--- src/rtl/assert_macros.svh ---
// Assertion macros shared by the motion board watchdog RTL.
// Sampled on clk, disabled while rst_n is low; empty when SYNTHESIS is set.
`ifndef ASSERT_MACROS_SVH
`define ASSERT_MACROS_SVH
`ifndef SYNTHESIS
`define MBCW_ASSERT(label, prop, msg) \
    label: assert property (@(posedge clk) disable iff (!rst_n) prop) \
        else $error(msg);
`define MBCW_ASSERT_NEXT(label, ante, cons, msg) \
    label: assert property (@(posedge clk) disable iff (!rst_n) (ante) |=> (cons)) \
        else $error(msg);
`else
`define MBCW_ASSERT(label, prop, msg)
`define MBCW_ASSERT_NEXT(label, ante, cons, msg)
`endif
`endif

--- src/rtl/mbcw_pkg.sv ---
// Types and constants for the motion board command and watchdog block.
// No dependencies; imported by every module of the block.
package mbcw_pkg;

    typedef enum logic [1:0] {
        MODE_DISABLED  = 2'd0,
        MODE_ENABLED   = 2'd1,
        MODE_SAFE_STOP = 2'd2,
        MODE_FAULT     = 2'd3
    } board_mode_t;

    typedef enum logic [1:0] {
        WD_IDLE    = 2'd0,
        WD_ARMED   = 2'd1,
        WD_TRIPPED = 2'd2
    } wd_mode_t;

    typedef enum logic [1:0] {
        KIND_ACK       = 2'd0,
        KIND_FAULT     = 2'd1,
        KIND_TELEMETRY = 2'd2
    } reply_kind_t;

    typedef enum logic [2:0] {
        REQ_BAD_FRAME = 3'd0,
        REQ_ENABLE    = 3'd1,
        REQ_CONFIG    = 3'd2,
        REQ_COMMAND   = 3'd3,
        REQ_HEARTBEAT = 3'd4,
        REQ_STOP      = 3'd5,
        REQ_UNKNOWN   = 3'd6,
        REQ_WATCHDOG  = 3'd7
    } req_type_t;

    typedef enum logic [3:0] {
        OP_BAD_FRAME,
        OP_WATCHDOG,
        OP_UNKNOWN,
        OP_SIZE_FAULT,
        OP_ENABLE,
        OP_DISABLE,
        OP_CFG_BLINK_ON,
        OP_CFG_BLINK_RATE,
        OP_CFG_BAD_KEY,
        OP_MOTION,
        OP_HEARTBEAT,
        OP_STOP
    } op_t;

    localparam logic [1:0] KEY_BLINK_ON   = 2'd0;
    localparam logic [1:0] KEY_BLINK_RATE = 2'd1;

    localparam logic [1:0] CFG_WATCHDOG_TIMEOUT = 2'd0;
    localparam logic [1:0] CFG_DISABLED_STOP    = 2'd1;
    localparam logic [1:0] CFG_WATCHDOG_STOP    = 2'd2;

    localparam logic [31:0] WATCHDOG_TIMEOUT_RST = 32'd500;
    localparam logic [7:0]  DISABLED_STOP_RST    = 8'd1;
    localparam logic [7:0]  WATCHDOG_STOP_RST    = 8'd2;

    localparam logic [3:0] FLT_PROTOCOL        = 4'h1;
    localparam logic [3:0] FLT_DISABLED_CMD    = 4'h2;
    localparam logic [3:0] FLT_UNSUPPORTED_MSG = 4'h4;
    localparam logic [3:0] FLT_UNSUPPORTED_CFG = 4'h8;

    typedef struct packed {
        op_t         op;
        logic [31:0] now_ms;
        logic [7:0]  seq;
        logic [31:0] cfg_value;
        logic [2:0]  flags;
        logic [31:0] stepper_one;
        logic [31:0] stepper_two;
        logic [15:0] servo;
        logic [7:0]  reason;
    } cmd_t;

    typedef struct packed {
        reply_kind_t kind;
        logic [7:0]  seq;
        logic [3:0]  faults;
        board_mode_t mode;
        wd_mode_t    wd;
        logic [7:0]  last_seq;
        logic [31:0] stepper_one;
        logic [31:0] stepper_two;
        logic [15:0] servo;
        logic [7:0]  stop_cause;
        logic        blink_on;
        logic [31:0] blink_rate;
    } res_t;

    typedef struct packed {
        board_mode_t mode;
        wd_mode_t    wd;
        logic [3:0]  faults;
    } status_t;

endpackage

--- src/rtl/motion_board_command_watchdog_fsm.sv ---
// Motion board command and watchdog block: front classifier, back executor, result queue.
// A request is registered in the front queue, executed by the back end and its reply registered in the result queue.
// Throughput: one request per cycle while the result queue has room; a full result queue stalls the back end.
// Reset: rst_n async low; both queues empty, board disabled, watchdog idle, config defaults.
// Depends on mbcw_pkg, mbcw_front, mbcw_back, mbcw_res_fifo, assert_macros.svh.
`include "assert_macros.svh"
module motion_board_command_watchdog_fsm
    import mbcw_pkg::*;
(
    input  logic               clk,
    input  logic               rst_n,
    input  logic               push,
    output logic               full,
    input  logic [2:0]         req_type,
    input  logic [31:0]        now_ms,
    input  logic [7:0]         sequence_req,
    input  logic               size_ok,
    input  logic               enable_flag,
    input  logic [1:0]         setting_key,
    input  logic [31:0]        config_value,
    input  logic [2:0]         update_mask,
    input  logic signed [31:0] stepper_one_value,
    input  logic signed [31:0] stepper_two_value,
    input  logic [15:0]        servo_value,
    input  logic [7:0]         stop_reason,
    output logic               empty,
    input  logic               pop,
    output logic [1:0]         reply_kind,
    output logic [7:0]         reply_sequence,
    output logic [3:0]         fault_flags,
    output logic [1:0]         board_mode,
    output logic [1:0]         watchdog_mode,
    output logic [7:0]         last_sequence,
    output logic signed [31:0] stepper_one_target,
    output logic signed [31:0] stepper_two_target,
    output logic [15:0]        servo_setpoint,
    output logic [7:0]         stop_cause,
    output logic               blink_on,
    output logic [31:0]        blink_rate,
    input  logic               cfg_we,
    input  logic [1:0]         cfg_index,
    input  logic [31:0]        cfg_wdata
);

    logic    cmd_valid;
    cmd_t    cmd;
    logic    cmd_take;
    logic    res_full;
    logic    res_push;
    res_t    res;
    res_t    res_out;
    status_t status;

    mbcw_front u_front (
        .clk               (clk),
        .rst_n             (rst_n),
        .push              (push),
        .full              (full),
        .req_type          (req_type),
        .now_ms            (now_ms),
        .sequence_req      (sequence_req),
        .size_ok           (size_ok),
        .enable_flag       (enable_flag),
        .setting_key       (setting_key),
        .config_value      (config_value),
        .update_mask       (update_mask),
        .stepper_one_value (stepper_one_value),
        .stepper_two_value (stepper_two_value),
        .servo_value       (servo_value),
        .stop_reason       (stop_reason),
        .cmd_valid         (cmd_valid),
        .cmd               (cmd),
        .cmd_take          (cmd_take)
    );

    mbcw_back u_back (
        .clk       (clk),
        .rst_n     (rst_n),
        .cmd_valid (cmd_valid),
        .cmd       (cmd),
        .cmd_take  (cmd_take),
        .res_full  (res_full),
        .res_push  (res_push),
        .res       (res),
        .status    (status),
        .cfg_we    (cfg_we),
        .cfg_index (cfg_index),
        .cfg_wdata (cfg_wdata)
    );

    mbcw_res_fifo u_res_fifo (
        .clk      (clk),
        .rst_n    (rst_n),
        .res_push (res_push),
        .res_in   (res),
        .res_full (res_full),
        .pop      (pop),
        .empty    (empty),
        .res_out  (res_out)
    );

    assign reply_kind         = res_out.kind;
    assign reply_sequence     = res_out.seq;
    assign fault_flags        = res_out.faults;
    assign board_mode         = res_out.mode;
    assign watchdog_mode      = res_out.wd;
    assign last_sequence      = res_out.last_seq;
    assign stepper_one_target = res_out.stepper_one;
    assign stepper_two_target = res_out.stepper_two;
    assign servo_setpoint     = res_out.servo;
    assign stop_cause         = res_out.stop_cause;
    assign blink_on           = res_out.blink_on;
    assign blink_rate         = res_out.blink_rate;

    `MBCW_ASSERT(a_no_push_when_full, res_push |-> !res_full, "reply pushed into full queue")
    `MBCW_ASSERT(a_trip_enters_stop, $rose(status.wd == WD_TRIPPED) |-> (status.mode == MODE_SAFE_STOP), "watchdog trip without safe stop")
    `MBCW_ASSERT_NEXT(a_faults_sticky, 1'b1, (status.faults & $past(status.faults)) == $past(status.faults), "sticky fault bit cleared")

endmodule

--- src/rtl/mbcw_front.sv ---
// Front end: classifies each accepted request and holds it in a two-entry queue.
// Depends on mbcw_pkg.
module mbcw_front
    import mbcw_pkg::*;
(
    input  logic        clk,
    input  logic        rst_n,
    input  logic        push,
    output logic        full,
    input  logic [2:0]  req_type,
    input  logic [31:0] now_ms,
    input  logic [7:0]  sequence_req,
    input  logic        size_ok,
    input  logic        enable_flag,
    input  logic [1:0]  setting_key,
    input  logic [31:0] config_value,
    input  logic [2:0]  update_mask,
    input  logic [31:0] stepper_one_value,
    input  logic [31:0] stepper_two_value,
    input  logic [15:0] servo_value,
    input  logic [7:0]  stop_reason,
    output logic        cmd_valid,
    output cmd_t        cmd,
    input  logic        cmd_take
);

    cmd_t       cmd_mem_reg [2];
    logic       wr_ptr_reg;
    logic       wr_ptr_next;
    logic       rd_ptr_reg;
    logic       rd_ptr_next;
    logic [1:0] count_reg;
    logic [1:0] count_next;
    logic       push_ok;
    op_t        op;
    cmd_t       entry;

    always_comb
    begin
        case (req_type_t'(req_type))
            REQ_BAD_FRAME: op = OP_BAD_FRAME;
            REQ_WATCHDOG:  op = OP_WATCHDOG;
            REQ_UNKNOWN:   op = OP_UNKNOWN;
            REQ_ENABLE:    op = enable_flag ? OP_ENABLE : OP_DISABLE;
            REQ_CONFIG:
            begin
                case (setting_key)
                    KEY_BLINK_ON:   op = OP_CFG_BLINK_ON;
                    KEY_BLINK_RATE: op = OP_CFG_BLINK_RATE;
                    default:        op = OP_CFG_BAD_KEY;
                endcase
            end
            REQ_COMMAND:   op = OP_MOTION;
            REQ_HEARTBEAT: op = OP_HEARTBEAT;
            REQ_STOP:      op = OP_STOP;
            default:       op = OP_UNKNOWN;
        endcase
        // size check applies to enable, config, command, heartbeat and stop frames
        if (!size_ok && (req_type_t'(req_type) == REQ_ENABLE
                         || req_type_t'(req_type) == REQ_CONFIG
                         || req_type_t'(req_type) == REQ_COMMAND
                         || req_type_t'(req_type) == REQ_HEARTBEAT
                         || req_type_t'(req_type) == REQ_STOP))
        begin
            op = OP_SIZE_FAULT;
        end
    end

    always_comb
    begin
        entry.op          = op;
        entry.now_ms      = now_ms;
        entry.seq         = sequence_req;
        entry.cfg_value   = config_value;
        entry.flags       = update_mask;
        entry.stepper_one = stepper_one_value;
        entry.stepper_two = stepper_two_value;
        entry.servo       = servo_value;
        entry.reason      = stop_reason;
    end

    assign full      = (count_reg == 2'd2);
    assign push_ok   = push && !full;
    assign cmd_valid = (count_reg != 2'd0);
    assign cmd       = cmd_mem_reg[rd_ptr_reg];

    always_comb
    begin
        wr_ptr_next = push_ok ? ~wr_ptr_reg : wr_ptr_reg;
        rd_ptr_next = cmd_take ? ~rd_ptr_reg : rd_ptr_reg;
        case ({push_ok, cmd_take})
            2'b10:   count_next = count_reg + 2'd1;
            2'b01:   count_next = count_reg - 2'd1;
            default: count_next = count_reg;
        endcase
    end

    always_ff @(posedge clk or negedge rst_n)
    begin
        if (!rst_n)
        begin
            wr_ptr_reg <= 1'b0;
            rd_ptr_reg <= 1'b0;
            count_reg  <= 2'd0;
        end
        else
        begin
            wr_ptr_reg <= wr_ptr_next;
            rd_ptr_reg <= rd_ptr_next;
            count_reg  <= count_next;
        end
    end

    always_ff @(posedge clk)
    begin
        if (push_ok)
        begin
            cmd_mem_reg[wr_ptr_reg] <= entry;
        end
    end

endmodule

--- src/rtl/mbcw_back.sv ---
// Back end: board, watchdog and target state; executes one request per cycle while its reply fits in the result queue.
// Holds the configuration registers. Depends on mbcw_pkg.
module mbcw_back
    import mbcw_pkg::*;
(
    input  logic        clk,
    input  logic        rst_n,
    input  logic        cmd_valid,
    input  cmd_t        cmd,
    output logic        cmd_take,
    input  logic        res_full,
    output logic        res_push,
    output res_t        res,
    output status_t     status,
    input  logic        cfg_we,
    input  logic [1:0]  cfg_index,
    input  logic [31:0] cfg_wdata
);

    logic [31:0] wd_timeout_reg;
    logic [7:0]  dis_code_reg;
    logic [7:0]  wd_code_reg;

    board_mode_t mode_reg,        mode_next;
    wd_mode_t    wd_reg,          wd_next;
    logic [3:0]  fault_reg,       fault_next;
    logic [7:0]  seq_reg,         seq_next;
    logic [31:0] rx_time_reg,     rx_time_next;
    logic [31:0] stepper_one_reg, stepper_one_next;
    logic [31:0] stepper_two_reg, stepper_two_next;
    logic [15:0] servo_reg,       servo_next;
    logic [7:0]  stop_reg,        stop_next;
    logic        blink_on_reg,    blink_on_next;
    logic [31:0] blink_rate_reg,  blink_rate_next;

    reply_kind_t kind;
    logic        emits;
    logic [7:0]  reply_seq;
    logic [31:0] elapsed;
    logic        do_stop;
    logic [7:0]  stop_code;
    logic [3:0]  new_faults;

    assign elapsed  = cmd.now_ms - rx_time_reg;
    assign emits    = (cmd.op != OP_WATCHDOG);
    assign cmd_take = cmd_valid && (!emits || !res_full);
    assign res_push = cmd_take && emits;

    always_comb
    begin
        mode_next        = mode_reg;
        wd_next          = wd_reg;
        fault_next       = fault_reg;
        seq_next         = seq_reg;
        rx_time_next     = rx_time_reg;
        stepper_one_next = stepper_one_reg;
        stepper_two_next = stepper_two_reg;
        servo_next       = servo_reg;
        stop_next        = stop_reg;
        blink_on_next    = blink_on_reg;
        blink_rate_next  = blink_rate_reg;
        kind             = KIND_ACK;
        reply_seq        = cmd.seq;
        do_stop          = 1'b0;
        stop_code        = cmd.reason;
        new_faults       = 4'h0;

        if (cmd.op != OP_WATCHDOG && cmd.op != OP_BAD_FRAME)
        begin
            seq_next     = cmd.seq;
            rx_time_next = cmd.now_ms;
        end

        case (cmd.op)
            OP_WATCHDOG:
            begin
                if (mode_reg == MODE_ENABLED && elapsed > wd_timeout_reg)
                begin
                    wd_next   = WD_TRIPPED;
                    do_stop   = 1'b1;
                    stop_code = wd_code_reg;
                    mode_next = MODE_SAFE_STOP;
                end
            end
            OP_BAD_FRAME:
            begin
                new_faults = FLT_PROTOCOL;
                reply_seq  = 8'd0;
            end
            OP_UNKNOWN:     new_faults = FLT_UNSUPPORTED_MSG;
            OP_SIZE_FAULT:  new_faults = FLT_PROTOCOL;
            OP_CFG_BAD_KEY: new_faults = FLT_UNSUPPORTED_CFG;
            OP_ENABLE:
            begin
                mode_next = MODE_ENABLED;
                wd_next   = WD_ARMED;
                stop_next = 8'd0;
            end
            OP_DISABLE:
            begin
                do_stop   = 1'b1;
                stop_code = dis_code_reg;
                mode_next = MODE_DISABLED;
            end
            OP_CFG_BLINK_ON:   blink_on_next   = (cmd.cfg_value != 32'd0);
            OP_CFG_BLINK_RATE: blink_rate_next = cmd.cfg_value;
            OP_MOTION:
            begin
                if (mode_reg != MODE_ENABLED)
                begin
                    new_faults = FLT_DISABLED_CMD;
                end
                else
                begin
                    wd_next = WD_ARMED;
                    if (cmd.flags[0]) stepper_one_next = cmd.stepper_one;
                    if (cmd.flags[1]) stepper_two_next = cmd.stepper_two;
                    if (cmd.flags[2]) servo_next       = cmd.servo;
                end
            end
            OP_HEARTBEAT:
            begin
                if (mode_reg == MODE_ENABLED) wd_next = WD_ARMED;
                kind = KIND_TELEMETRY;
            end
            OP_STOP:
            begin
                do_stop   = 1'b1;
                mode_next = MODE_SAFE_STOP;
            end
            default:
            begin
                new_faults = FLT_UNSUPPORTED_MSG;
            end
        endcase

        if (do_stop)
        begin
            stepper_one_next = 32'd0;
            stepper_two_next = 32'd0;
            servo_next       = 16'd0;
            stop_next        = stop_code;
        end

        if (new_faults != 4'h0)
        begin
            mode_next  = MODE_FAULT;
            fault_next = fault_reg | new_faults;
            kind       = KIND_FAULT;
        end
    end

    always_comb
    begin
        res.kind        = kind;
        res.seq         = reply_seq;
        res.faults      = fault_next;
        res.mode        = mode_next;
        res.wd          = wd_next;
        res.last_seq    = seq_next;
        res.stepper_one = stepper_one_next;
        res.stepper_two = stepper_two_next;
        res.servo       = servo_next;
        res.stop_cause  = stop_next;
        res.blink_on    = blink_on_next;
        res.blink_rate  = blink_rate_next;
    end

    assign status.mode   = mode_reg;
    assign status.wd     = wd_reg;
    assign status.faults = fault_reg;

    always_ff @(posedge clk or negedge rst_n)
    begin
        if (!rst_n)
        begin
            wd_timeout_reg <= WATCHDOG_TIMEOUT_RST;
            dis_code_reg   <= DISABLED_STOP_RST;
            wd_code_reg    <= WATCHDOG_STOP_RST;
        end
        else if (cfg_we)
        begin
            case (cfg_index)
                CFG_WATCHDOG_TIMEOUT: wd_timeout_reg <= cfg_wdata;
                CFG_DISABLED_STOP:    dis_code_reg   <= cfg_wdata[7:0];
                CFG_WATCHDOG_STOP:    wd_code_reg    <= cfg_wdata[7:0];
                default:              ;
            endcase
        end
    end

    always_ff @(posedge clk or negedge rst_n)
    begin
        if (!rst_n)
        begin
            mode_reg        <= MODE_DISABLED;
            wd_reg          <= WD_IDLE;
            fault_reg       <= 4'h0;
            seq_reg         <= 8'd0;
            rx_time_reg     <= 32'd0;
            stepper_one_reg <= 32'd0;
            stepper_two_reg <= 32'd0;
            servo_reg       <= 16'd0;
            stop_reg        <= 8'd0;
            blink_on_reg    <= 1'b0;
            blink_rate_reg  <= 32'd0;
        end
        else if (cmd_take)
        begin
            mode_reg        <= mode_next;
            wd_reg          <= wd_next;
            fault_reg       <= fault_next;
            seq_reg         <= seq_next;
            rx_time_reg     <= rx_time_next;
            stepper_one_reg <= stepper_one_next;
            stepper_two_reg <= stepper_two_next;
            servo_reg       <= servo_next;
            stop_reg        <= stop_next;
            blink_on_reg    <= blink_on_next;
            blink_rate_reg  <= blink_rate_next;
        end
    end

endmodule

--- src/rtl/mbcw_res_fifo.sv ---
// Two-entry result queue between the back end and the reply ports.
// Depends on mbcw_pkg.
module mbcw_res_fifo
    import mbcw_pkg::*;
(
    input  logic clk,
    input  logic rst_n,
    input  logic res_push,
    input  res_t res_in,
    output logic res_full,
    input  logic pop,
    output logic empty,
    output res_t res_out
);

    res_t       mem_reg [2];
    logic       wr_ptr_reg;
    logic       wr_ptr_next;
    logic       rd_ptr_reg;
    logic       rd_ptr_next;
    logic [1:0] count_reg;
    logic [1:0] count_next;
    logic       pop_ok;

    assign res_full = (count_reg == 2'd2);
    assign empty    = (count_reg == 2'd0);
    assign pop_ok   = pop && !empty;
    assign res_out  = mem_reg[rd_ptr_reg];

    always_comb
    begin
        wr_ptr_next = res_push ? ~wr_ptr_reg : wr_ptr_reg;
        rd_ptr_next = pop_ok ? ~rd_ptr_reg : rd_ptr_reg;
        case ({res_push, pop_ok})
            2'b10:   count_next = count_reg + 2'd1;
            2'b01:   count_next = count_reg - 2'd1;
            default: count_next = count_reg;
        endcase
    end

    always_ff @(posedge clk or negedge rst_n)
    begin
        if (!rst_n)
        begin
            wr_ptr_reg <= 1'b0;
            rd_ptr_reg <= 1'b0;
            count_reg  <= 2'd0;
        end
        else
        begin
            wr_ptr_reg <= wr_ptr_next;
            rd_ptr_reg <= rd_ptr_next;
            count_reg  <= count_next;
        end
    end

    always_ff @(posedge clk)
    begin
        if (res_push)
        begin
            mem_reg[wr_ptr_reg] <= res_in;
        end
    end

endmodule
--- config.mk ---
export PLATFORM = sky130hd
export DESIGN_NAME = motion_board_command_watchdog_fsm
export DESIGN_NICKNAME = d
export VERILOG_FILES = /design/src/rtl/mbcw_pkg.sv /design/src/rtl/motion_board_command_watchdog_fsm.sv /design/src/rtl/mbcw_front.sv /design/src/rtl/mbcw_back.sv /design/src/rtl/mbcw_res_fifo.sv
export VERILOG_INCLUDE_DIRS = /design/src /design/src/rtl
export SDC_FILE = /design/constraint.sdc
export NUM_CORES = 1
export LEC_CHECK = 0
export BUFFER_PORTS_ARGS = -buffer_cell sky130_fd_sc_hd__buf_4
export CAP_MARGIN = 0
export CELL_PAD_IN_SITES_DETAIL_PLACEMENT = 2
export CELL_PAD_IN_SITES_GLOBAL_PLACEMENT = 2
export CORE_MARGIN = 10
export CORE_UTILIZATION = 46
export CTS_CLUSTER_SIZE = 25
export DETAILED_ROUTE_END_ITERATION = 10
export GPL_TIMING_DRIVEN = 1
export HOLD_SLACK_MARGIN = 0.15
export PLACE_DENSITY = 0.83
export SLEW_MARGIN = 20
export SYNTH_ARGS = -nofsm -noshare
export SYNTH_HDL_FRONTEND = slang
export SYNTH_SLANG_ARGS = --single-unit
export TNS_END_PERCENT = 50
--- constraint.sdc ---
create_clock -name clk -period 15.2 [get_ports clk]
set_input_delay 1.52 -clock clk [delete_from_list [all_inputs] [get_ports clk]]
set_output_delay 1.52 -clock clk [all_outputs]
set_load 0.01 [all_outputs]
Yosys cells after proc, flatten, opt, wreduce, memory -nomap -nowiden
Memories as Yosys holds them, arrays and structs flattened.
Cells that the tools add are included.
{"block": "totals", "word_cells": 141, "input_bits": 209, "ramBits": 628, "register_bits": 225, "out_inout_bits": 149, "mem_count": 2}
{"block": "classes", "muxes": 44, "bitwise": 5, "n_lt_le_gt_ge": 1, "add_sub_neg": 5, "reduce_logical": 35, "eq_ne": 29}
{"name": "u_front.cmd_mem_reg", "depth": 2, "word_bits": 167, "read_ports": 1, "rd_clocked_by_memory_dff": 0, "write_ports": 1, "line_no": "mbcw_front.sv:27", "rtl": "cmd_t cmd_mem_reg [2];"}
{"name": "u_res_fifo.mem_reg", "depth": 2, "word_bits": 147, "read_ports": 1, "rd_clocked_by_memory_dff": 0, "write_ports": 1, "line_no": "mbcw_res_fifo.sv:16", "rtl": "res_t mem_reg [2];"}
{"operator": "two-way mux 32 bit", "count": 9}
{"operator": "two-way mux 16 bit", "count": 4}
{"operator": "two-way mux 8 bit", "count": 5}
{"operator": "> comparator 32 bit", "count": 1}
{"operator": "case mux 4 bit (8 select lines)", "count": 1}
{"operator": "nonzero test 32 bit", "count": 1}
{"operator": "subtractor 32 bit", "count": 1}
{"operator": "equality test 4 x 3 -> 1 bit, second input constant", "count": 4}
{"operator": "equality test 4 bit, second input constant", "count": 4}
{"operator": "two-way mux 2 bit", "count": 8}
{"operator": "case mux 2 bit (4 select lines)", "count": 2}
{"operator": "case mux 4 bit (4 select lines)", "count": 1}
{"operator": "case mux 8 bit (2 select lines)", "count": 1}
{"operator": "equality test 3 bit, second input constant", "count": 4}
{"operator": "equality test 2 x 1 -> 1 bit, second input constant", "count": 5}
{"operator": "equality test 2 bit, second input constant", "count": 5}
{"operator": "two-way mux 4 bit", "count": 2}
{"operator": "case mux 2 bit (2 select lines)", "count": 2}
{"operator": "case mux 4 bit (2 select lines)", "count": 1}
{"operator": "AND reduction 2 bit", "count": 4}
{"operator": "nonzero test 4 bit", "count": 2}
{"operator": "logical AND 1 bit", "count": 7}
{"operator": "two-way mux 1 bit", "count": 7}
{"operator": "OR reduction 7 bit", "count": 1}
{"operator": "18 further kinds", "count": 37}

Depth between registers and ports, before layout
Gate-level depths: netlist of run 1.
An unclocked memory read counts as a cell.
{"block": "logic_depth", "depth_word": 8, "ltp_mapped": 29, "mapped_depth_nobuf": 21}

Hierarchy
A second synthesis of run 1 with hierarchy kept.
{"block": "hier_totals", "hier_cells": 2389, "hier_area_um2": 36170.9}
{"module": "mbcw_front", "area_per_inst_um2": 12771.0, "cells_per_inst": 555, "seq_area_each_um2": 10129.7, "instances": 1}
{"module": "mbcw_back", "area_per_inst_um2": 12565.8, "cells_per_inst": 1360, "seq_area_each_um2": 5440.2, "instances": 1}
{"module": "mbcw_res_fifo", "area_per_inst_um2": 10834.1, "cells_per_inst": 474, "seq_area_each_um2": 8928.6, "instances": 1}

Worst setup path before layout of run 1
Ideal clock, no wire load.
{"block": "synth_timing", "path_type": "input -> register", "startpoint": "in push", "endpoint": "mem u_front.cmd_mem_reg[0][0] (netlist name) (enable)", "required_time_ps": 14504, "n_path_buf": 0, "cell_stages": 2, "path_slack_ps": 5962, "arrival_time_ps": 8542, "setup_ps": 696, "path_cell_list": "nand2_1 -> nor2_1"}
{"block": "synth_via", "elab_chain_cells": 3}
{"item": "start, declared", "line_no": "motion_board_command_watchdog_fsm.sv:12", "rtl": "input logic push,"}
{"item": "logical AND 1 bit", "line_no": "mbcw_front.sv:83", "rtl": "assign push_ok = push && !full;"}
{"item": "two-way mux 1 bit", "line_no": "mbcw_front.sv:116", "rtl": "if (push_ok)"}
{"item": "two-way mux 1 bit (not written as such)", "line_no": "mbcw_front.sv:118", "rtl": "cmd_mem_reg[wr_ptr_reg] <= entry;"}
{"item": "end, declared", "line_no": "mbcw_front.sv:27"}
No other way between the ends.

==> run metrics, run 1 <==
outcome=finished, final reports clean; residual DRC count=0; cell count after synthesis=2379; register area=0.02451 mm²; Iter 0 DRT Violations=1168; detailed placer's ending HPWL=74590 µm; Data arrival, critical path=7.39 ns; antenna violations before repair=6; gate family responsible for the most delay along the worst path=compound AO/OA/AOI/OAI gates; postcts setup bufs=0; critical path startpoint=u_front.rd_ptr_reg; crit-path max cell delay=0.85 ns; gpl congestion=0.8294; synth cell count leaders=628 x edfxtp_1, 237 x mux2_2, 217 x dfrtp_1; Layout Cells excl Fill=3863; total die area=0.08954 mm²; beginning of the worst hold path=u_back.fault_reg[0]; Fin. Hold Viols=0; required time worst endpoint=15.52 ns; footprint of the multi-input gates=0.01047 mm²; Cell Pwr Density=242.1 mW/mm²; Reg clk slew, reported paths=0.06 ns; initial core utilization=46.38%; first-pass GRT wire length=167900 µm; worst setup path class=reg -> reg; overall power=10.26 mW; cell taking the most area after synthesis=edfxtp_1; setup violators final=0; Overall Global Routing Usage=24.57%; Clock Latency Late Sink=0.66 ns; Synth top area share=52.58%; post-placement cell area=0.03951 mm²; relative slew slack=28.87%; vias in the first global route=25340; TritonCTS clock tree=built; worst path cell trace=mux2i_1 -> ha_1 -> inv_1 -> fa_1 -> a21o_1 -> a221oi_1 -> o211a_1 -> nor2_1 -> a21o_1 -> a21oi_1 -> xnor2_1 -> ha_1 -> nand2_1 -> nor2_2 -> or4b_4 -> a21oi_1 -> o32a_1 -> o21a_1 -> buf_4 -> nand2b_4 -> buf_4 -> a211oi_1; final core utilization=54.80%; Cell variety after synth=77; Post-synth top flop=edfxtp_1; CTS resizes=0; Crit-path slowest cell=dfrtp_4; met1 usage=28.21%; routed len/inst=28.84 µm; Final Net Count=3020; max reg flops=334; Post-Syn Nets=2656; P&R area growth vs syn=18.16%; Core Footprint=0.07734 mm²; most common cell in the netlist=edfxtp_1; r2r startpoint=u_front.rd_ptr_reg; clock sinks=853; worst-margin pin slew=1.067 ns; placed cell count=3690; DR pass1 iterations=5; via count=21970; ys async rst share=26.38%; final worst path period need=7.062 ns; Most Used Layer, Global Route=met2; IO Port Bufs=357; Worst IR Drop VDD=0.0001160 V; Seq/Total Area, Yosys=68.30%; worst-path maximum fanout=64; cell area after synthesis=0.03587 mm²; r2r setup slk=8.14 ns; largest net degree at the start of global routing=100; number of synthesized register bits=853; Via density=5.686; share of cells above drive strength 1=29.95%; Max Cap Violations=0; Ports=358; Routed WL=111400 µm; Post-synth EDFFs=628; Design Area, Final=0.04238 mm²; worst hold path class=reg -> reg; Max Fclk=141.6 MHz; type of origin of the critical path=flop; period utilisation layout=46.46%; cts hold-fix bufs=0; Fillers=7026; clk buf depth=3; Ys Warns=0; H-tree depth=3; critical path capture point type=flop; met3 Resource Use GR=4.188%; fin. max-slew vios=0; Root Buffer=clkbuf_16; Leak Pwr=16.27 nW; main area contributors after synthesis=edfxtp_1 53%, dfrtp_1 15%, mux2_2 7.4%, mux2i_1 3.8%, ha_1 2.3%; Mean Syn Cell Area=15.08 µm²; num rows=102; Crit path buffers/inverters=3; unrepaired setup endpoints after global routing=no; clk_skew=0.02953 ns; Die W=299.2 µm; chip height=299.2 µm; clock buffer count from CTS=91; met2 usage=45.56%; post-route ant nets=0; Setup TNS=0 ns; grt ovf=0
placed cells by master, fill, tap and decap left out, types with 11 or more instances in the layout:
cell       count
o21ai_0       87
clkbuf_16     92
edfxtp_1     628
a21oi_1       85
ha_1          67
a211oi_2      23
clkbuf_1      28
o2bb2ai_1     56
xnor2_1       27
mux2i_1      136
clkinv_2      18
inv_1         85
nor2_1       180
xor2_1        12
o2bb2ai_2     24
nor3_1        22
buf_4        382
nand2_1      111
dfrtp_1      215
a211oi_1      82
clkbuf_8      11
nor4_1        17
mux2_2       237
a21o_1        20
layer usage:
layer  wire length [µm]  vias up
met5                 26        -
met4               3666        4
met3               4853      189
met2              60380      552
met1              42500    11500
li1                   -     9719
metrics by stage:
step | worst slack (ns) | hold slack (ns)
final | 8.138 | 0.4775
after global routing | 7.611 | 0.5108
after CTS | 8.058 | 0.4733
after detailed placement | 8.098 | 0.4572
after global placement | 8.409 | 0.4303
after floorplan | 5.962 | 0.4204
worst reg2reg max path, delay by kind of cell, from the launching register on:
| kind | cells | cell delay [ns] |
|---|---|---|
| multiplexers | 1 | 0.33 |
| adder cells (fa/ha/maj) | 3 | 0.93 |
| AND/OR/NAND/NOR | 5 | 1.24 |
| buffers and inverters | 3 | 1.24 |
| flip-flops | 1 | 0.85 |
| XOR/XNOR | 1 | 0.09 |
| AO/OA/AOI/OAI | 9 | 2.07 |
power by group:
part	total (mW)	internal [mW]	switching (mW)	leakage, nW
logic	4.25	1.65	2.60	6.13
registers	3.87	3.53	0.340	8.73
clock network	2.15	1.20	0.947	1.41
cells by family after synthesis:
family | after synthesis | share of synthesized area [%]
multiplexers | 374 | 11.28
XOR/XNOR | 39 | 0.9524
AND/OR/NAND/NOR | 394 | 4.839
adder cells (fa/ha/maj) | 68 | 2.393
flip-flops | 853 | 68.30
buffers and inverters | 199 | 2.672
AO/OA/AOI/OAI | 452 | 9.562
final cells by class:
cell class / instances / area share (%)
Tap cell: 1040 / 3.070
Multi-Input combinational cell: 1327 / 24.71
Inverter: 86 / 0.7735
Sequential cell: 853 / 57.83
Timing Repair Buffer: 384 / 6.850
Clock inverter: 40 / 0.7263
Clock buffer: 131 / 6.038
Antenna cell: 2 / 0.01181
worst paths after layout:
| kind | to | depth (start not counted) |
|---|---|---|
| worst max register to register | u_res_fifo.mem_reg[1][114] | 22 |
| worst min-delay path | u_back.fault_reg[0] | 1 |
| worst min register to register | u_back.fault_reg[0] | 1 |
| min in group asynchronous | u_back.stepper_two_reg[20] | 1 |
| max in group asynchronous | u_front.rd_ptr_reg | 2 |
| worst max-delay path | u_res_fifo.mem_reg[1][114] | 22 |
Power figures use the tool's default switching activity.
==> run 2, diff against run 1 <==
ABC_AREA = 1   (was default)
CORE_UTILIZATION = 39   (was 46)
PLACE_DENSITY = 0.78   (was 0.83)
clock period = 6.55 ns   (was 15.2 ns; I/O delays follow)
==> run metrics, run 2 <==
critical path capture point type=flop; worst setup path class=reg -> reg; post-placement cell area=0.04038 mm²; antenna violations before repair=10; type of origin of the critical path=flop; max reg flops=334; Ys Warns=0; ys async rst share=26.38%; Worst IR Drop VDD=0.0004698 V; worst hold path class=in -> reg; Overall Global Routing Usage=23.31%; clk buf depth=3; Fillers=9274; cell count after synthesis=3434; chip height=324.8 µm; clock buffer count from CTS=95; Seq/Total Area, Yosys=67.62%; P&R area growth vs syn=24.12%; worst hold slack=0.1909 ns; Fin. Hold Viols=0; Post-synth EDFFs=628; required time worst endpoint=7.03 ns; final setup margin=0.6707 ns; setup violators final=0; footprint of the multi-input gates=0.01031 mm²; outcome=finished, final reports clean; Max Fclk=170.1 MHz; residual DRC count=0; commonest cells after routing, fill and taps aside=1108 x nand2_1, 628 x edfxtp_1, 379 x buf_4; dpl ws=0.6843 ns; most common cell in the netlist=nand2_1; IO Port Bufs=357; Cell Pwr Density=568.5 mW/mm²; worst-path maximum fanout=32; Synth top area share=52.05%; Reg clk slew, reported paths=0.06 ns; fin. max-slew vios=0; detailed placer's ending HPWL=76000 µm; share of cells above drive strength 1=16.50%; r2r setup slk=0.67 ns; Root Buffer=clkbuf_16; worst hold endpoint=u_front.cmd_mem_reg[1][108]; Core Footprint=0.09194 mm²; cell taking the most area after synthesis=edfxtp_1; vias in the first global route=30560; post-route ant nets=0; Leak Pwr=18.85 nW; synth cell count leaders=1110 x nand2_1, 628 x edfxtp_1, 353 x nor2_1; r2r startpoint=u_front.rd_ptr_reg; first-pass GRT wire length=190600 µm; crit-path max cell delay=0.75 ns; Design Area, Final=0.04497 mm²; total die area=0.1055 mm²; Post-Syn Nets=3711; Data arrival, critical path=6.36 ns; postcts setup bufs=0; R2R cell count=27; Critical Path Most Common Cell=nand2_1; Clock Latency Late Sink=0.68 ns; DR pass1 iterations=5; via count=26910; Routed WL=125100 µm; H-tree depth=3; worst-margin pin slew=1.031 ns; unrepaired setup endpoints after global routing=no; Final Net Count=4182; register area=0.02451 mm²; Crit-path slowest cell=dfrtp_4; Max Cap Violations=0; cell area after synthesis=0.03623 mm²; hold path cells=1; num rows=111; commonest non-fill, non-tap cell in the layout=nand2_1; clock sinks=853; beginning of the worst hold path=config_value[17]; grt ovf=0; Via density=5.143; relative slew slack=31.29%; Die W=324.8 µm; main area contributors after synthesis=edfxtp_1 52%, dfrtp_1 15%, nand2_1 11%, nor2_1 3.7%, o21ai_0 3.0%; clk_skew=0.03390 ns; Ports=358; gpl congestion=0.7864; period utilisation layout=89.76%; Mean Syn Cell Area=10.55 µm²; final worst path period need=5.879 ns; number of synthesized register bits=853; FF-to-FF End=u_back.servo_reg[1]; Cell variety after synth=45; routed len/inst=23.90 µm; initial core utilization=39.41%; Iter 0 DRT Violations=1758; TritonCTS clock tree=built; Post-synth top flop=edfxtp_1; largest net degree at the start of global routing=177
-- run 2: changes by cell type in the layout (fill, tap and decap cells not counted), moves of 123 or more --
cell	delta
nand2_1	+997
mux2_2	-236
nor2_1	+167
inv_1	+155
o21ai_0	+133
dlygate4sd3_1	+123
-- run 2: metrics by stage --
stage          setup TNS, ns  utilization, %  total power [mW]  std cells
2_1_floorplan        -915.07               -             15.05       3434
3_3_place_gp               0           43.92             19.21       4928
3_5_place_dp               0           43.92             19.73       4928
4_1_cts                    0           48.90             25.71       5230
5_1_grt                    0           48.91             27.26       5232
6_report                   0           48.91             25.56       5232
-- run 2: worst max-delay path by stage --
| stage | start | end | slack, ns | cells after the start |
|---|---|---|---|---|
| 3_5_place_dp | u_front.rd_ptr_reg | u_back.stepper_one_reg[6] | 0.68 | 25 |
| 3_3_place_gp | u_front.rd_ptr_reg | u_back.servo_reg[1] | 0.98 | 24 |
| 6_report | u_front.rd_ptr_reg | u_back.servo_reg[1] | 0.67 | 27 |
| 5_1_grt | u_front.rd_ptr_reg | u_back.stepper_one_reg[6] | 0.10 | 27 |
| 2_1_floorplan | u_front.rd_ptr_reg | u_res_fifo.mem_reg[0][0] | -1.99 | 12 |
| 4_1_cts | u_front.rd_ptr_reg | u_back.stepper_one_reg[6] | 0.57 | 25 |
-- run 2: kinds of logic (layout without fill, tap and decap cells) --
| logic type | count (synthesis) | after routing | synth area share (%) |
|---|---|---|---|
| xor+xnor | 38 | 38 | 0.9186 |
| fa+ha+maj | 68 | 68 | 2.369 |
| compound gates | 435 | 435 | 6.299 |
| mux | 28 | 28 | 0.7770 |
| flops | 853 | 853 | 67.62 |
| other cells | 0 | 2 | 0 |
| simple gates | 1625 | 1625 | 17.90 |
| buf+inv | 387 | 940 | 4.116 |
-- run 2: layout make-up --
| cell class | count | area share, % |
|---|---|---|
| clock inverter | 37 | 1.060 |
| sequential | 853 | 54.49 |
| timing repair buffer | 514 | 9.568 |
| clock buffer | 142 | 6.383 |
| inverter | 247 | 2.095 |
| tap | 1243 | 3.458 |
| multi-input combinational | 2194 | 22.93 |
| antenna | 2 | 0.01113 |
-- run 2: repair_timing --
action	CTS	global route
setup endpoints to repair	0	2
gates resized for setup	0	1
hold buffers	123	0
endpoints found under the hold margin	299	0
-- run 2: layer usage --
metal / part of all wire [%] / track usage (%) / up-vias
met4: 3.4 / 8.133 / 4
met2: 51 / 41.06 / 631
met3: 4.4 / 4.007 / 206
met1: 42 / 28.52 / 13790
li1: - / - / 12270
met5: 0.018 / 0 / -
-- run 2: critical path, delay by kind of cell (launching register included) --
kind	cells	cell delay (ns)
AOI/OAI and AO/OA	4	0.73
buffers and inverters	2	0.31
DFF	1	0.75
adders and majority gates	3	0.87
muxes	1	0.33
xor gates and xnor gates	1	0.19
and+or+nand+nor	16	2.42
-- run 2: where the power goes --
group          leakage [nW]  total, mW  internal [mW]  switching (mW)
clock                  1.65       5.76           3.46            2.30
sequential             8.80       8.85           8.18           0.667
combinational          8.40       10.9           3.31            7.63
total                  18.9       25.6           15.0            10.6
==> run 3, diff against run 2 <==
CORE_UTILIZATION = 42   (was 39)
PLACE_DENSITY = 0.83   (was 0.78)
REMOVE_ABC_BUFFERS = 1   (was default)
clock period = 6.85 ns   (was 6.55 ns; I/O delays follow)
==> run metrics, run 3 (same netlist as run 2, synthesis figures left out) <==
Fin. Hold Viols=0; final worst path period need=6.112 ns; Setup TNS=0 ns; post-route ant nets=0; clk_skew=0.03466 ns; period utilisation layout=89.23%; Iter 0 DRT Violations=1731; Ports=358; total die area=0.09841 mm²; Overall Global Routing Usage=25.24%; Cell Pwr Density=553.0 mW/mm²; largest net degree at the start of global routing=99; share of cells above drive strength 1=16.95%; Core Footprint=0.08541 mm²; r2r startpoint=u_front.rd_ptr_reg; Via density=5.315; gpl congestion=0.8677; cts hold-fix bufs=1; max reg flops=334; commonest cells after routing, fill and taps aside=1108 x nand2_1, 628 x edfxtp_1, 395 x buf_4; setup violators final=0; Root Buffer=clkbuf_16; critical path startpoint=u_front.rd_ptr_reg; worst hold path class=in -> reg; worst setup path class=reg -> reg; outcome=finished, final reports clean; TritonCTS clock tree=built; via count=26700; P&R area growth vs syn=19.54%; relative slew slack=28.59%; clock sinks=853; fin. max-slew vios=0; worst-margin pin slew=1.067 ns; CTS resizes=0; num rows=107; Data arrival, critical path=6.58 ns; detailed placer's ending HPWL=81250 µm; clock buffer count from CTS=93; DR pass1 iterations=5; residual DRC count=0; Max Fclk=163.6 MHz; worst-path maximum fanout=62; Clock Latency Late Sink=0.64 ns; Fillers=8756; critical path capture point type=flop; type of origin of the critical path=flop; IO Port Bufs=357; Reg clk slew, reported paths=0.06 ns; required time worst endpoint=7.31 ns; initial core utilization=42.42%; beginning of the worst hold path=stepper_two_value[5]; Worst IR Drop VDD=0.0003561 V; Routed WL=126200 µm; Max Cap Violations=0; unrepaired setup endpoints after global routing=no; chip height=313.7 µm; clk buf depth=3; commonest non-fill, non-tap cell in the layout=nand2_1; H-tree depth=3; worst hold slack=0.2279 ns; Die W=313.7 µm; routed len/inst=25.12 µm; antenna violations before repair=10; Leak Pwr=18.22 nW; vias in the first global route=30870; grt ovf=0; Final Net Count=4069; postcts setup bufs=0; first-pass GRT wire length=191300 µm
-- run 3: changes by cell type in the layout (fill, tap and decap cells not counted), sizes merged --
cell,delta
dlygate4sd3,-122
clkinv,+12
buf,+11
clkbuf,-10
diode,+7
bufinv,-6
clkinvlp,-1
inv,-1
-- run 3: layout make-up --
type | instances | area (µm²) | share of cell area [%]
repair buffers | 403 | 3110 | 7.182
flip-flops and latches | 853 | 24510 | 56.58
clock buffers | 132 | 2615 | 6.038
inverters | 247 | 939.7 | 2.170
diodes | 9 | 22.52 | 0.05200
multi-input cells | 2194 | 10310 | 23.81
well taps | 1144 | 1431 | 3.305
clock inverters | 41 | 372.9 | 0.8609
-- run 3: critical path, cell delays in order, from the launching register on --
cell and delay [ns]:
dfrtp_4 0.70, inv_6 0.53, nand2_1 0.16, nand2_1 0.14, ha_1 0.32, a21o_1 0.24, a31oi_1 0.25, o21ai_0 0.18
nand2_1 0.09, nand3_1 0.19, a21o_1 0.26, a21oi_1 0.17, nand2_1 0.09, nand2_1 0.08, ha_1 0.25, nand2_1 0.11
nor2_1 0.06, nand3_1 0.07, nor2_1 0.07, nor2_1 0.46, nand3_1 0.30, nand2_4 0.43, buf_4 0.38, a21oi_1 0.13
nand2_1 0.08, o21ai_0 0.14
-- run 3: worst paths after layout --
check | to | slack, ns | cells past startpoint
worst min-delay path | u_front.cmd_mem_reg[1][29] | 0.23 | 1
worst max-delay path | u_back.stepper_two_reg[12] | 0.74 | 25
worst max register to register | u_back.stepper_two_reg[12] | 0.74 | 25
worst min register to register | u_back.fault_reg[1] | 0.47 | 2
min in group asynchronous | u_back.wd_timeout_reg[29] | 0.66 | 2
max in group asynchronous | u_back.seq_reg[3] | 4.76 | 3
-- run 3: routing by layer --
layer,global-route usage (%),wire [µm],up-vias
met5,0,13,-
met4,11.50,5318,2
met3,3.747,4934,235
met2,45.38,65690,596
met1,29.47,50220,13800
li1,-,-,12070
-- run 3: per-stage QoR --
stage	area, µm²	worst slack (ns)	instances	util, %	power [mW]
after global routing	43310	0.09751	5023	50.71	25.49
after global placement	40290	1.128	4840	47.17	18.20
after floorplan	35670	-9.860	3294	-	14.44
after CTS	43280	0.6885	5014	50.68	24.17
final	43310	0.7378	5023	50.71	23.95
after detailed placement	40290	0.7516	4840	47.17	18.85
-- run 3: power breakdown --
part | internal, mW | switching (mW) | total [mW]
registers | 7.82 | 0.660 | 8.48
clock network | 2.86 | 2.15 | 5.00
logic | 3.16 | 7.31 | 10.5
total | 13.8 | 10.1 | 24.0
